`config.mk`:
```
export PLATFORM = sky130hd
export DESIGN_NAME = dxt_block_decoder
export DESIGN_NICKNAME = d
export VERILOG_FILES = /design/src/sv/dxt_pkg.sv /design/src/sv/dxt_front.sv /design/src/sv/dxt_fifo.sv /design/src/sv/dxt_back.sv /design/src/sv/dxt_block_decoder.sv
export VERILOG_INCLUDE_DIRS = /design/src /design/src/sv
export SDC_FILE = /design/constraint.sdc
export NUM_CORES = 2
export LEC_CHECK = 0
export BUFFER_PORTS_ARGS = -buffer_cell sky130_fd_sc_hd__buf_2
export CORE_UTILIZATION = 45
export CTS_CLUSTER_SIZE = 8
export DETAILED_ROUTE_END_ITERATION = 8
export HOLD_SLACK_MARGIN = 0.05
export PLACE_DENSITY_LB_ADDON = 0.3
export SETUP_SLACK_MARGIN = 0.2
export SLEW_MARGIN = 10
export SYNTH_ARGS = -nofsm -noshare
export SYNTH_HDL_FRONTEND = slang
export SYNTH_SLANG_ARGS = --single-unit
export TNS_END_PERCENT = 1
```
`constraint.sdc`:
```
create_clock -name clk -period 18.1 [get_ports clk]
set_input_delay 3.62 -clock clk [delete_from_list [all_inputs] [get_ports clk]]
set_output_delay 3.62 -clock clk [all_outputs]
set_load 0.02 [all_outputs]
```
`src/sv/dxt_block_decoder_defines.svh`:
```
// assertion macros for the dxt block decoder rtl
`ifndef DXT_BLOCK_DECODER_DEFINES_SVH
`define DXT_BLOCK_DECODER_DEFINES_SVH

// same-cycle implication, sampled on clk, off while rst is high
`define DXT_ASSERT_SAME(label, ante, cons) \
  label: assert property (@(posedge clk) disable iff (rst) (ante) |-> (cons)) \
    else $error("dxt_block_decoder: same-cycle check failed");

// next-cycle implication, sampled on clk, off while rst is high
`define DXT_ASSERT_NEXT(label, ante, cons) \
  label: assert property (@(posedge clk) disable iff (rst) (ante) |=> (cons)) \
    else $error("dxt_block_decoder: next-cycle check failed");

`endif

```
`src/sv/dxt_pkg.sv`:
```
// shared types, constants and helper functions for the dxt block decoder
`default_nettype none

package dxt_pkg;

  localparam int unsigned QUEUE_DEPTH = 2;
  localparam int unsigned PIX_COUNT   = 16;
  localparam logic [7:0]  ALPHA_OPAQUE = 8'd255;
  localparam logic [7:0]  ALPHA_CLEAR  = 8'd0;

  typedef enum logic [1:0] {
    REG_FORMAT_DXT5   = 2'd0,
    REG_SWAP_RED_BLUE = 2'd1
  } reg_idx_t;

  // [2] red, [1] green, [0] blue
  typedef logic [2:0][7:0] rgb_t;

  typedef struct packed {
    logic [15:0] color_end0;
    logic [15:0] color_end1;
    logic [31:0] color_codes;
    logic [7:0]  alpha_end0;
    logic [7:0]  alpha_end1;
    logic [47:0] alpha_codes;
  } block_t;

  typedef struct packed {
    logic            dxt5;
    rgb_t [3:0]      pal;
    logic [7:0][7:0] apal;
    logic [31:0]     color_codes;
    logic [47:0]     alpha_codes;
  } palette_t;

  // rgb565 to 8 bits per channel by bit replication
  function automatic rgb_t widen565(input logic [15:0] c, input logic swap);
    rgb_t w;
    w[2] = {c[15:11], c[15:13]};
    w[1] = {c[10:5], c[10:9]};
    w[0] = {c[4:0], c[4:2]};
    if (swap) begin
      w = {w[0], w[1], w[2]};
    end
    return w;
  endfunction

  // exact floor(x/3) for x below 768
  function automatic logic [7:0] div3(input logic [9:0] x);
    logic [20:0] p;
    p = 21'(x) * 21'd683;
    return p[18:11];
  endfunction

  // exact floor(x/7) for x up to 1785
  function automatic logic [7:0] div7(input logic [10:0] x);
    logic [21:0] p;
    p = 22'(x) * 22'd2341;
    return p[21:14];
  endfunction

  // exact floor(x/5) for x up to 1275
  function automatic logic [7:0] div5(input logic [10:0] x);
    logic [20:0] p;
    p = 21'(x) * 21'd1639;
    return p[20:13];
  endfunction

endpackage

`default_nettype wire

```
`src/sv/dxt_front.sv`:
```
// front end: takes a compressed block and builds its colour and alpha palettes
`default_nettype none

module dxt_front (
  input  wire logic             clk,
  input  wire logic             rst,
  input  wire logic             fmt_dxt5,
  input  wire logic             swap_rb,
  input  wire logic             in_push,
  output logic                  in_full,
  input  wire dxt_pkg::block_t  in_blk,
  output logic                  q_push,
  input  wire logic             q_full,
  output dxt_pkg::palette_t     q_data
);
  import dxt_pkg::*;

  logic   held;
  logic   held_next;
  block_t blk;
  logic   accept;
  rgb_t   e0;
  rgb_t   e1;
  logic   ends_equal;
  logic   four_colour;
  logic   alpha_gt;
  logic [8:0] mid;

  assign in_full = held && q_full;
  assign accept  = in_push && !in_full;
  assign q_push  = held && !q_full;

  always_comb begin
    held_next = held;
    if (accept) begin
      held_next = 1'b1;
    end else if (q_push) begin
      held_next = 1'b0;
    end
  end

  always_ff @(posedge clk) begin
    if (rst) begin
      held <= 1'b0;
    end else begin
      held <= held_next;
    end
  end

  always_ff @(posedge clk) begin
    if (accept) begin
      blk <= in_blk;
    end
  end

  always_comb begin
    e0          = widen565(blk.color_end0, swap_rb);
    e1          = widen565(blk.color_end1, swap_rb);
    ends_equal  = blk.color_end0 == blk.color_end1;
    four_colour = fmt_dxt5 || (blk.color_end0 > blk.color_end1);
    alpha_gt    = blk.alpha_end0 > blk.alpha_end1;
    mid         = '0;

    q_data             = '0;
    q_data.dxt5        = fmt_dxt5;
    q_data.color_codes = blk.color_codes;
    q_data.alpha_codes = blk.alpha_codes;
    q_data.pal[0]      = e0;
    q_data.pal[1]      = e1;

    for (int ch = 0; ch < 3; ch++) begin
      mid = 9'(e0[ch]) + 9'(e1[ch]);
      if (ends_equal) begin
        q_data.pal[2][ch] = e1[ch];
        q_data.pal[3][ch] = e1[ch];
      end else if (four_colour) begin
        q_data.pal[2][ch] = div3(10'({e0[ch], 1'b0}) + 10'(e1[ch]));
        q_data.pal[3][ch] = div3(10'(e0[ch]) + 10'({e1[ch], 1'b0}));
      end else begin
        // three-colour mode: midpoint and black
        q_data.pal[2][ch] = mid[8:1];
        q_data.pal[3][ch] = 8'd0;
      end
    end

    q_data.apal[0] = blk.alpha_end0;
    q_data.apal[1] = blk.alpha_end1;
    for (int k = 1; k <= 6; k++) begin
      if (alpha_gt) begin
        q_data.apal[k+1] = div7(11'(7 - k) * 11'(blk.alpha_end0)
                              + 11'(k) * 11'(blk.alpha_end1));
      end else if (k <= 4) begin
        q_data.apal[k+1] = div5(11'(5 - k) * 11'(blk.alpha_end0)
                              + 11'(k) * 11'(blk.alpha_end1));
      end else if (k == 5) begin
        q_data.apal[k+1] = ALPHA_CLEAR;
      end else begin
        q_data.apal[k+1] = ALPHA_OPAQUE;
      end
    end
  end

endmodule

`default_nettype wire

```
`src/sv/dxt_fifo.sv`:
```
// short queue of decoded palettes between the front and back ends
`default_nettype none

module dxt_fifo #(
  parameter int unsigned DEPTH = dxt_pkg::QUEUE_DEPTH
) (
  input  wire logic              clk,
  input  wire logic              rst,
  input  wire logic              push,
  output logic                   full,
  input  wire dxt_pkg::palette_t din,
  input  wire logic              pop,
  output logic                   empty,
  output dxt_pkg::palette_t      dout
);
  import dxt_pkg::*;

  localparam int unsigned PW = (DEPTH > 1) ? $clog2(DEPTH) : 1;
  localparam int unsigned CW = $clog2(DEPTH + 1);

  palette_t       entries [DEPTH];
  logic [PW-1:0]  wr_ptr;
  logic [PW-1:0]  rd_ptr;
  logic [CW-1:0]  count;
  logic [PW-1:0]  wr_ptr_next;
  logic [PW-1:0]  rd_ptr_next;
  logic [CW-1:0]  count_next;

  assign full  = count == CW'(DEPTH);
  assign empty = count == '0;
  assign dout  = entries[rd_ptr];

  always_comb begin
    wr_ptr_next = wr_ptr;
    rd_ptr_next = rd_ptr;
    count_next  = count;
    if (push) begin
      wr_ptr_next = (wr_ptr == PW'(DEPTH - 1)) ? '0 : wr_ptr + 1'b1;
    end
    if (pop) begin
      rd_ptr_next = (rd_ptr == PW'(DEPTH - 1)) ? '0 : rd_ptr + 1'b1;
    end
    case ({push, pop})
      2'b10:   count_next = count + 1'b1;
      2'b01:   count_next = count - 1'b1;
      default: count_next = count;
    endcase
  end

  always_ff @(posedge clk) begin
    if (rst) begin
      wr_ptr <= '0;
      rd_ptr <= '0;
      count  <= '0;
    end else begin
      wr_ptr <= wr_ptr_next;
      rd_ptr <= rd_ptr_next;
      count  <= count_next;
    end
  end

  always_ff @(posedge clk) begin
    if (push) begin
      entries[wr_ptr] <= din;
    end
  end

endmodule

`default_nettype wire

```
`src/sv/dxt_back.sv`:
```
// back end: walks the sixteen pixels of the head palette into the output register
`default_nettype none

module dxt_back (
  input  wire logic              clk,
  input  wire logic              rst,
  input  wire logic              q_empty,
  input  wire dxt_pkg::palette_t q_data,
  output logic                   q_pop,
  input  wire logic              out_pop,
  output logic                   out_empty,
  output logic [7:0]             red,
  output logic [7:0]             green,
  output logic [7:0]             blue,
  output logic [7:0]             alpha_out,
  output logic [3:0]             pixel_number,
  output logic                   last_pixel
);
  import dxt_pkg::*;

  localparam logic [3:0] LAST_PIX = 4'(PIX_COUNT - 1);

  logic       out_valid;
  logic       out_valid_next;
  logic [3:0] cnt;
  logic       step;
  logic [1:0] ci;
  logic [2:0] ai;
  rgb_t       colour;
  logic [7:0] alpha;

  assign out_empty = !out_valid;
  // step when a palette is queued and the output register is free or being drained this cycle
  assign step  = !q_empty && (!out_valid || out_pop);
  assign q_pop = step && (cnt == LAST_PIX);

  always_comb begin
    ci     = q_data.color_codes[{cnt, 1'b0} +: 2];
    ai     = q_data.alpha_codes[(6'({cnt, 1'b0}) + 6'(cnt)) +: 3];
    colour = q_data.pal[ci];
    alpha  = q_data.dxt5 ? q_data.apal[ai] : ALPHA_OPAQUE;
    out_valid_next = out_valid;
    if (step) begin
      out_valid_next = 1'b1;
    end else if (out_pop) begin
      out_valid_next = 1'b0;
    end
  end

  always_ff @(posedge clk) begin
    if (rst) begin
      out_valid <= 1'b0;
      cnt       <= '0;
    end else begin
      out_valid <= out_valid_next;
      if (step) begin
        cnt <= cnt + 1'b1;
      end
    end
  end

  always_ff @(posedge clk) begin
    if (step) begin
      red          <= colour[2];
      green        <= colour[1];
      blue         <= colour[0];
      alpha_out    <= alpha;
      pixel_number <= cnt;
      last_pixel   <= cnt == LAST_PIX;
    end
  end

endmodule

`default_nettype wire

```
`src/sv/dxt_block_decoder.sv`:
```
// top level of the dxt1/dxt5 block decoder
//
// Input side is a queue: a compressed 4x4 block is taken at a clock edge with
// push high and full low. Output side is a queue too: while empty is low the
// oldest pixel sits on red/green/blue/alpha_out/pixel_number/last_pixel, and
// a transaction completes at an edge with pop high and empty low.
// Each block yields sixteen pixels in raster order, last_pixel marks the
// sixteenth. The first pixel passes the front input register and palette queue
// to the output register. Throughput is one pixel per cycle, set by the back
// end, while pop keeps up and a palette is queued. The front end builds the
// palettes combinationally from its input register into a two-entry queue, so
// up to two blocks wait behind the one being emitted. A stalled receiver holds
// the output register; the front keeps taking blocks until its register and
// the queue are all occupied. Configuration (format_dxt5, swap_red_blue) must
// be written by the user via cfg_write, cfg_index and cfg_data only while the
// block is idle (not enforced). Unknown indexes are ignored. Synchronous reset
// clears both registers and empties the pipeline.
`default_nettype none

`include "dxt_block_decoder_defines.svh"

module dxt_block_decoder #(
  parameter int unsigned QDEPTH = dxt_pkg::QUEUE_DEPTH
) (
  input  wire logic        clk,
  input  wire logic        rst,
  input  wire logic        cfg_write,
  input  wire logic [1:0]  cfg_index,
  input  wire logic        cfg_data,
  input  wire logic        push,
  output logic             full,
  input  wire logic [15:0] color_end0,
  input  wire logic [15:0] color_end1,
  input  wire logic [31:0] color_codes,
  input  wire logic [7:0]  alpha_end0,
  input  wire logic [7:0]  alpha_end1,
  input  wire logic [47:0] alpha_codes,
  output logic             empty,
  input  wire logic        pop,
  output logic [7:0]       red,
  output logic [7:0]       green,
  output logic [7:0]       blue,
  output logic [7:0]       alpha_out,
  output logic [3:0]       pixel_number,
  output logic             last_pixel
);
  import dxt_pkg::*;

  logic     fmt_dxt5;
  logic     swap_rb;
  block_t   in_blk;
  logic     q_push;
  logic     q_full;
  logic     q_pop;
  logic     q_empty;
  palette_t q_din;
  palette_t q_dout;

  always_ff @(posedge clk) begin
    if (rst) begin
      fmt_dxt5 <= 1'b0;
      swap_rb  <= 1'b0;
    end else if (cfg_write) begin
      case (cfg_index)
        REG_FORMAT_DXT5:   fmt_dxt5 <= cfg_data;
        REG_SWAP_RED_BLUE: swap_rb  <= cfg_data;
        default: ;
      endcase
    end
  end

  always_comb begin
    in_blk.color_end0  = color_end0;
    in_blk.color_end1  = color_end1;
    in_blk.color_codes = color_codes;
    in_blk.alpha_end0  = alpha_end0;
    in_blk.alpha_end1  = alpha_end1;
    in_blk.alpha_codes = alpha_codes;
  end

  dxt_front u_front (
    .clk      (clk),
    .rst      (rst),
    .fmt_dxt5 (fmt_dxt5),
    .swap_rb  (swap_rb),
    .in_push  (push),
    .in_full  (full),
    .in_blk   (in_blk),
    .q_push   (q_push),
    .q_full   (q_full),
    .q_data   (q_din)
  );

  dxt_fifo #(
    .DEPTH (QDEPTH)
  ) u_fifo (
    .clk   (clk),
    .rst   (rst),
    .push  (q_push),
    .full  (q_full),
    .din   (q_din),
    .pop   (q_pop),
    .empty (q_empty),
    .dout  (q_dout)
  );

  dxt_back u_back (
    .clk          (clk),
    .rst          (rst),
    .q_empty      (q_empty),
    .q_data       (q_dout),
    .q_pop        (q_pop),
    .out_pop      (pop),
    .out_empty    (empty),
    .red          (red),
    .green        (green),
    .blue         (blue),
    .alpha_out    (alpha_out),
    .pixel_number (pixel_number),
    .last_pixel   (last_pixel)
  );

  // last_pixel flags exactly the final raster position
  `DXT_ASSERT_SAME(a_last_matches_number, !empty, last_pixel == (pixel_number == 4'd15))

  // within a block the next pixel follows straight on with the next number
  `DXT_ASSERT_NEXT(a_pixels_in_order, !rst && pop && !empty && !last_pixel, !empty && (pixel_number == $past(pixel_number) + 4'd1))

  // the palette queue is only read from when the back end has a block
  `DXT_ASSERT_SAME(a_pop_needs_entry, q_pop, !q_empty)

endmodule

`default_nettype wire
```
# After elaboration in Yosys (flattened, before gate mapping)
# Memories as Yosys holds them, arrays and structs flattened. A register that Yosys moved wholly into a read port is not among the register bits.
# Cells that the tools add are included.
[totals]
latchBits = 0
regBits = 177
word_cells = 133
mem_count = 1
ramBits = 482
romBits = 0
[mem_list]
columns = ["memory", "words", "word_bits", "read_ports", "rd_clocked_by_memory_dff", "wr", "line_no", "source"]
rows = [
  ["u_fifo.entries", 2, 241, 1, 1, 1, "dxt_fifo.sv:21", "palette_t entries [DEPTH];"],
]
[classes]
n_div = 0
n_shift = 2
n_eq_ne = 6
order_cmp = 4
add_sub_neg = 25
reduce_logical = 18
n_bitwise = 0
mul = 22
muxes = 35
[ops]
columns = ["op", "count"]
rows = [
  ["$mux W8", 19],
  ["$mul A11 B12 Y22 const B", 6],
  ["$mul A10 B10 Y19 const B", 6],
  ["$mul A11 B11 Y21 const B", 4],
  ["$mux W24", 3],
  ["$bmux W24 S2", 1],
  ["$shiftx A48 B7 Y3", 1],
  ["$mul A2 B8 Y10 const A", 4],
  ["$shiftx A32 B6 Y2", 1],
  ["$add A8 B9 Y10", 3],
  ["$add A9 B8 Y10", 3],
  ["$add A8 B8 Y9", 3],
  ["$bmux W8 S3", 1],
  ["$add A10 B10 Y11", 2],
  ["$mul A3 B8 Y11 const A", 2],
  ["$eq A16 B16 Y1", 1],
  ["$gt A16 B16 Y1", 1],
  ["$add A10 B8 Y11", 1],
  ["$add A10 B9 Y11", 1],
  ["$add A11 B8 Y11", 1],
  ["$add A11 B9 Y11", 1],
  ["$add A8 B10 Y11", 1],
  ["$add A8 B11 Y11", 1],
  ["$add A9 B10 Y11", 1],
  ["other kinds (20)", 44],
]

# Longest topological paths before layout
[logic_depth]
depth_word = 6
ltp_mapped = 32

# By module
# From an unflattened synthesis, not the netlist that was laid out.
[hier_totals]
cells_unflattened = 4994
hier_area_um2 = 61431.4
[modules_own_cells]
columns = ["mod", "area_each_um2", "n_inst", "seq_area_each_um2", "cells_each"]
rows = [
  ["dxt_front", 38648.3, 1, 3863.7, 3911],
  ["dxt_fifo", 18372.6, 1, 14574.0, 772],
  ["dxt_back", 4311.6, 1, 1211.2, 302],
  ["dxt_block_decoder", 98.8, 1, 40.0, 9],
]

# Worst setup path before layout
# Ideal clock, no wire load.
[synth_path]
kind = "reg2reg"
start = "reg u_fifo.count[0]"
end = "mem u_fifo.entries[0][0] in the netlist's numbering (enable)"
n_path_buf = 0
slack_ps = 7321
path_stages_with_launch = 4
arrival_time_ps = 9965
setup_ps = 814
required_ps = 17286
cell_sequence = "dfxtp_1 > nand2b_1 > nand2_1 > nor2_1"
[synth_between]
elab_chain_len = 5
[synth_rtl]
columns = ["element", "line_no", "source"]
rows = [
  ["start, declared", "dxt_fifo.sv:24", "logic [CW-1:0] count;"],
  ["start signal, assigned", "dxt_fifo.sv:58", "count <= count_next;"],
  ["$eq A2 B2 Y1", "dxt_fifo.sv:29", "assign full = count == CW'(DEPTH);"],
  ["$logic_not A1 Y1", "dxt_front.sv:31", "assign q_push = held && !q_full;"],
  ["$logic_and A1 B1 Y1", "dxt_front.sv:31", ""],
  ["$mux W1", "dxt_fifo.sv:63", "if (push) begin"],
  ["$mux W1 (implied by the code)", "dxt_fifo.sv:64", "entries[wr_ptr] <= din;"],
  ["end, declared", "dxt_fifo.sv:21", ""],
]
# No other way between the ends.

==> flow_metrics.tcl <==
set metrics [dict create \
    status "completed" \
    skew_ns 0.0919 \
    rr_startpoint "u_front.q_data[80]" \
    setup_violations 0 \
    ys_seq_area_share_pct 33.0 \
    crit_required_ns 18.55 \
    wirelength_microns 130000 \
    numCtsBuffers 89 \
    grt-ovfl-total 0 \
    drive_gt1_share_pct 10.0 \
    finalNetCount 6540 \
    r2r-end "u_fifo.entries[0][127]" \
    dpl_worst_slack_ns 9.59 \
    ys_types 77 \
    layout_setup_ws_ns 9.68 \
    cts_tree "built" \
    die-height_microns 357 \
    maxSlewViolCount 0 \
    path_clk_slew_ns 0.07 \
    async_reset_ff_share_pct 0 \
    critPathTopFamily "adder cells" \
    core_sq_mm 0.124 \
    critPathSlowestCell "fa_1" \
    cts_resized 0 \
    hpwlAfterDp_microns 102000 \
    whs_endpoint "u_fifo.entries[1][70]" \
    criticalPathCategory "reg2reg" \
    critPathBufInv 7 \
    die_w_microns 357 \
    grt_pass1_vias 36800 \
    ant_nets 0 \
    gr-usage-all-layers_pct 20.8 \
    io_pins 175 \
    area_delta_synth_final_pct 9.77 \
    antenna_found_initial 14 \
    rsz0062_at_grt "no" \
    drtPass1Iterations 5 \
    syn_area_sq_mm 0.0568 \
    clk_path_buf_depth 3 \
    synth_top_flop_cell "edfxtp_1" \
    cts_root_buf "clkbuf_16" \
    synth_cells 4623 \
    drv_cap 0 \
    htreeDepth 3 \
    clock_latency_ns 0.74 \
    synth_edf_count 615 \
    crit_fanout 24 \
    hold_depth 0 \
    vias 35500 \
    die-area_sq_mm 0.128 \
    tns_ns 0 \
    period_share_pct 46.5 \
    clock-sinks 628 \
    drc 0 \
    portBuffers 174 \
    slew_headroom_pct 25.3 \
    grt_first_pass_wirelength_microns 206000 \
    finalHoldViolations 0 \
    r2r_setup_slack_ns 9.68 \
    viasPerCell 5.42 \
    synth-seq-cells 628 \
    grt_max_degree 73 \
    first_iter_violations 2262 \
    min_path_type "reg2reg" \
    postCtsSetupRepairBufs 0 \
    yosysWarningCount 0 \
    initial_utilization_pct 45.6 \
    cts_hold_buf 0 \
    finalWeightedCongestion 0.876 \
    syn_avg_cell_area_sq_um 12.3 \
    worst_pin_slew_ns 1.11 \
    max_freq_mhz 119 \
    startpoint_type "flop" \
    diodes 0 \
    r2r_cells 32 \
    num_rows 129 \
    min_period_ns 8.42 \
    syn_nets 6302 \
    slowest_delay_ns 0.55 \
    hp-start "u_front.q_data[70]" \
    wl_per_cell_microns 19.8 \
    worstSetupEndpointType "flop" \
    cp.arrival_ns 8.87 \
]
## cell type report
cell class	count	area (sq um)
Multi-Input combinational cell	3242	35200
Timing Repair Buffer	219	1210
Clock inverter	10	203
Tap cell	1637	2050
Sequential cell	628	18700
Inverter	681	2560
Clock buffer	126	2370
Fill cell	10800	62100
## cell usage after synthesis, drive strengths merged, types with 8 or more instances
cell type	instances	area, sq um
mux2	23	259
nor3	42	210
mux2i	66	661
o31ai	22	165
a22oi	10	75.1
ha	1157	14500
edfxtp	615	18500
o21ai	152	764
nor2	163	612
nand2	136	510
fa	386	7730
a31oi	14	87.6
or2	10	62.6
and2	14	87.6
or3	23	144
o21a	43	323
buf	36	221
dfxtp	13	260
xor2	76	666
nand3	39	195
nand2b	30	188
a21boi	11	82.6
o21bai	44	330
clkbuf	36	136
o211ai	15	113
and3	20	125
nor2b	39	244
a21o	79	593
a221o	8	80.1
xnor2	191	1670
a211oi	23	173
mux4	121	2730
nand4	16	100
inv	680	2550
a21oi	179	896
## kinds of logic after synthesis
group           after synthesis  share of synthesized area (%)
xor+xnor                    267                           4.12
buf+inv                     753                           5.13
mux                         210                           6.42
simple gates                548                           4.60
compound gates              674                           7.64
fa+ha+maj                  1543                           39.1
flops                       628                           33.0
## worst max-delay path by stage
stage	end	cells past startpoint	startpoint	slack (ns)
6_report	u_fifo.entries[0][127]	32	u_front.q_data[80]	9.68
2_1_floorplan	u_fifo.entries[0][0]	3	u_fifo.count[0]	7.32
4_1_cts	u_fifo.entries[0][127]	32	u_front.q_data[80]	9.65
5_1_grt	u_fifo.entries[0][127]	32	u_front.q_data[80]	8.92
3_3_place_gp	u_fifo.entries[0][127]	32	u_front.q_data[80]	9.78
3_5_place_dp	u_fifo.entries[0][127]	32	u_front.q_data[80]	9.59
## worst register-to-register path, delay by kind of cell, from the launching register on
family / cells / cell delay, ns
simple gates: 4 / 0.40
buf+inv: 7 / 1.00
compound gates: 12 / 3.12
fa+ha+maj: 9 / 3.35
flops: 1 / 0.31
## per-layer routing
layer	vias up	global-route usage, %	routed length, microns
met5	-	0	122
met4	18	4.33	1980
met3	137	3.39	7020
met2	788	33.8	60000
met1	17400	29.2	60700
li1	17100	-	-
## flip-flops by register name, indices dropped and copies added, names as in the netlist, 2 cells and up, named ones only
| name | flops |
|---|---|
| u_back.alpha_out | 8 |
| u_back.blue | 8 |
| u_back.cnt | 4 |
| u_back.green | 8 |
| u_back.pixel_number | 4 |
| u_back.red | 8 |
| u_fifo.count | 2 |
| u_fifo.entries | 450 |
| u_front.blk | 32 |
| u_front.q_data | 96 |
## per-stage QoR
step	area, sq um	cells	util, %	hold slack (ns)
after floorplan	56800	4623	-	0.421
final	62300	6543	50.1	0.419
after global routing	62300	6543	50.1	0.430
after detailed placement	59800	6407	48.0	0.430
after CTS	62300	6543	50.1	0.412
after global placement	59800	6407	48.0	0.422
## cell usage in the layout (no fill, tap or decap), types with 44 or more instances in the layout
| master | instances |
|---|---|
| nor2_1 | 162 |
| mux2i_1 | 64 |
| mux4_2 | 121 |
| o21ai_0 | 135 |
| xnor2_1 | 191 |
| clkbuf_16 | 89 |
| inv_1 | 680 |
| buf_4 | 45 |
| edfxtp_1 | 615 |
| a21o_1 | 79 |
| fa_1 | 386 |
| xor2_1 | 76 |
| buf_2 | 174 |
| o21bai_1 | 44 |
| nand2_1 | 136 |
| a21oi_1 | 179 |
| ha_1 | 1157 |
Power is not shown: default switching activity piles up to over one toggle a cycle in this logic, so the estimate is an artifact.
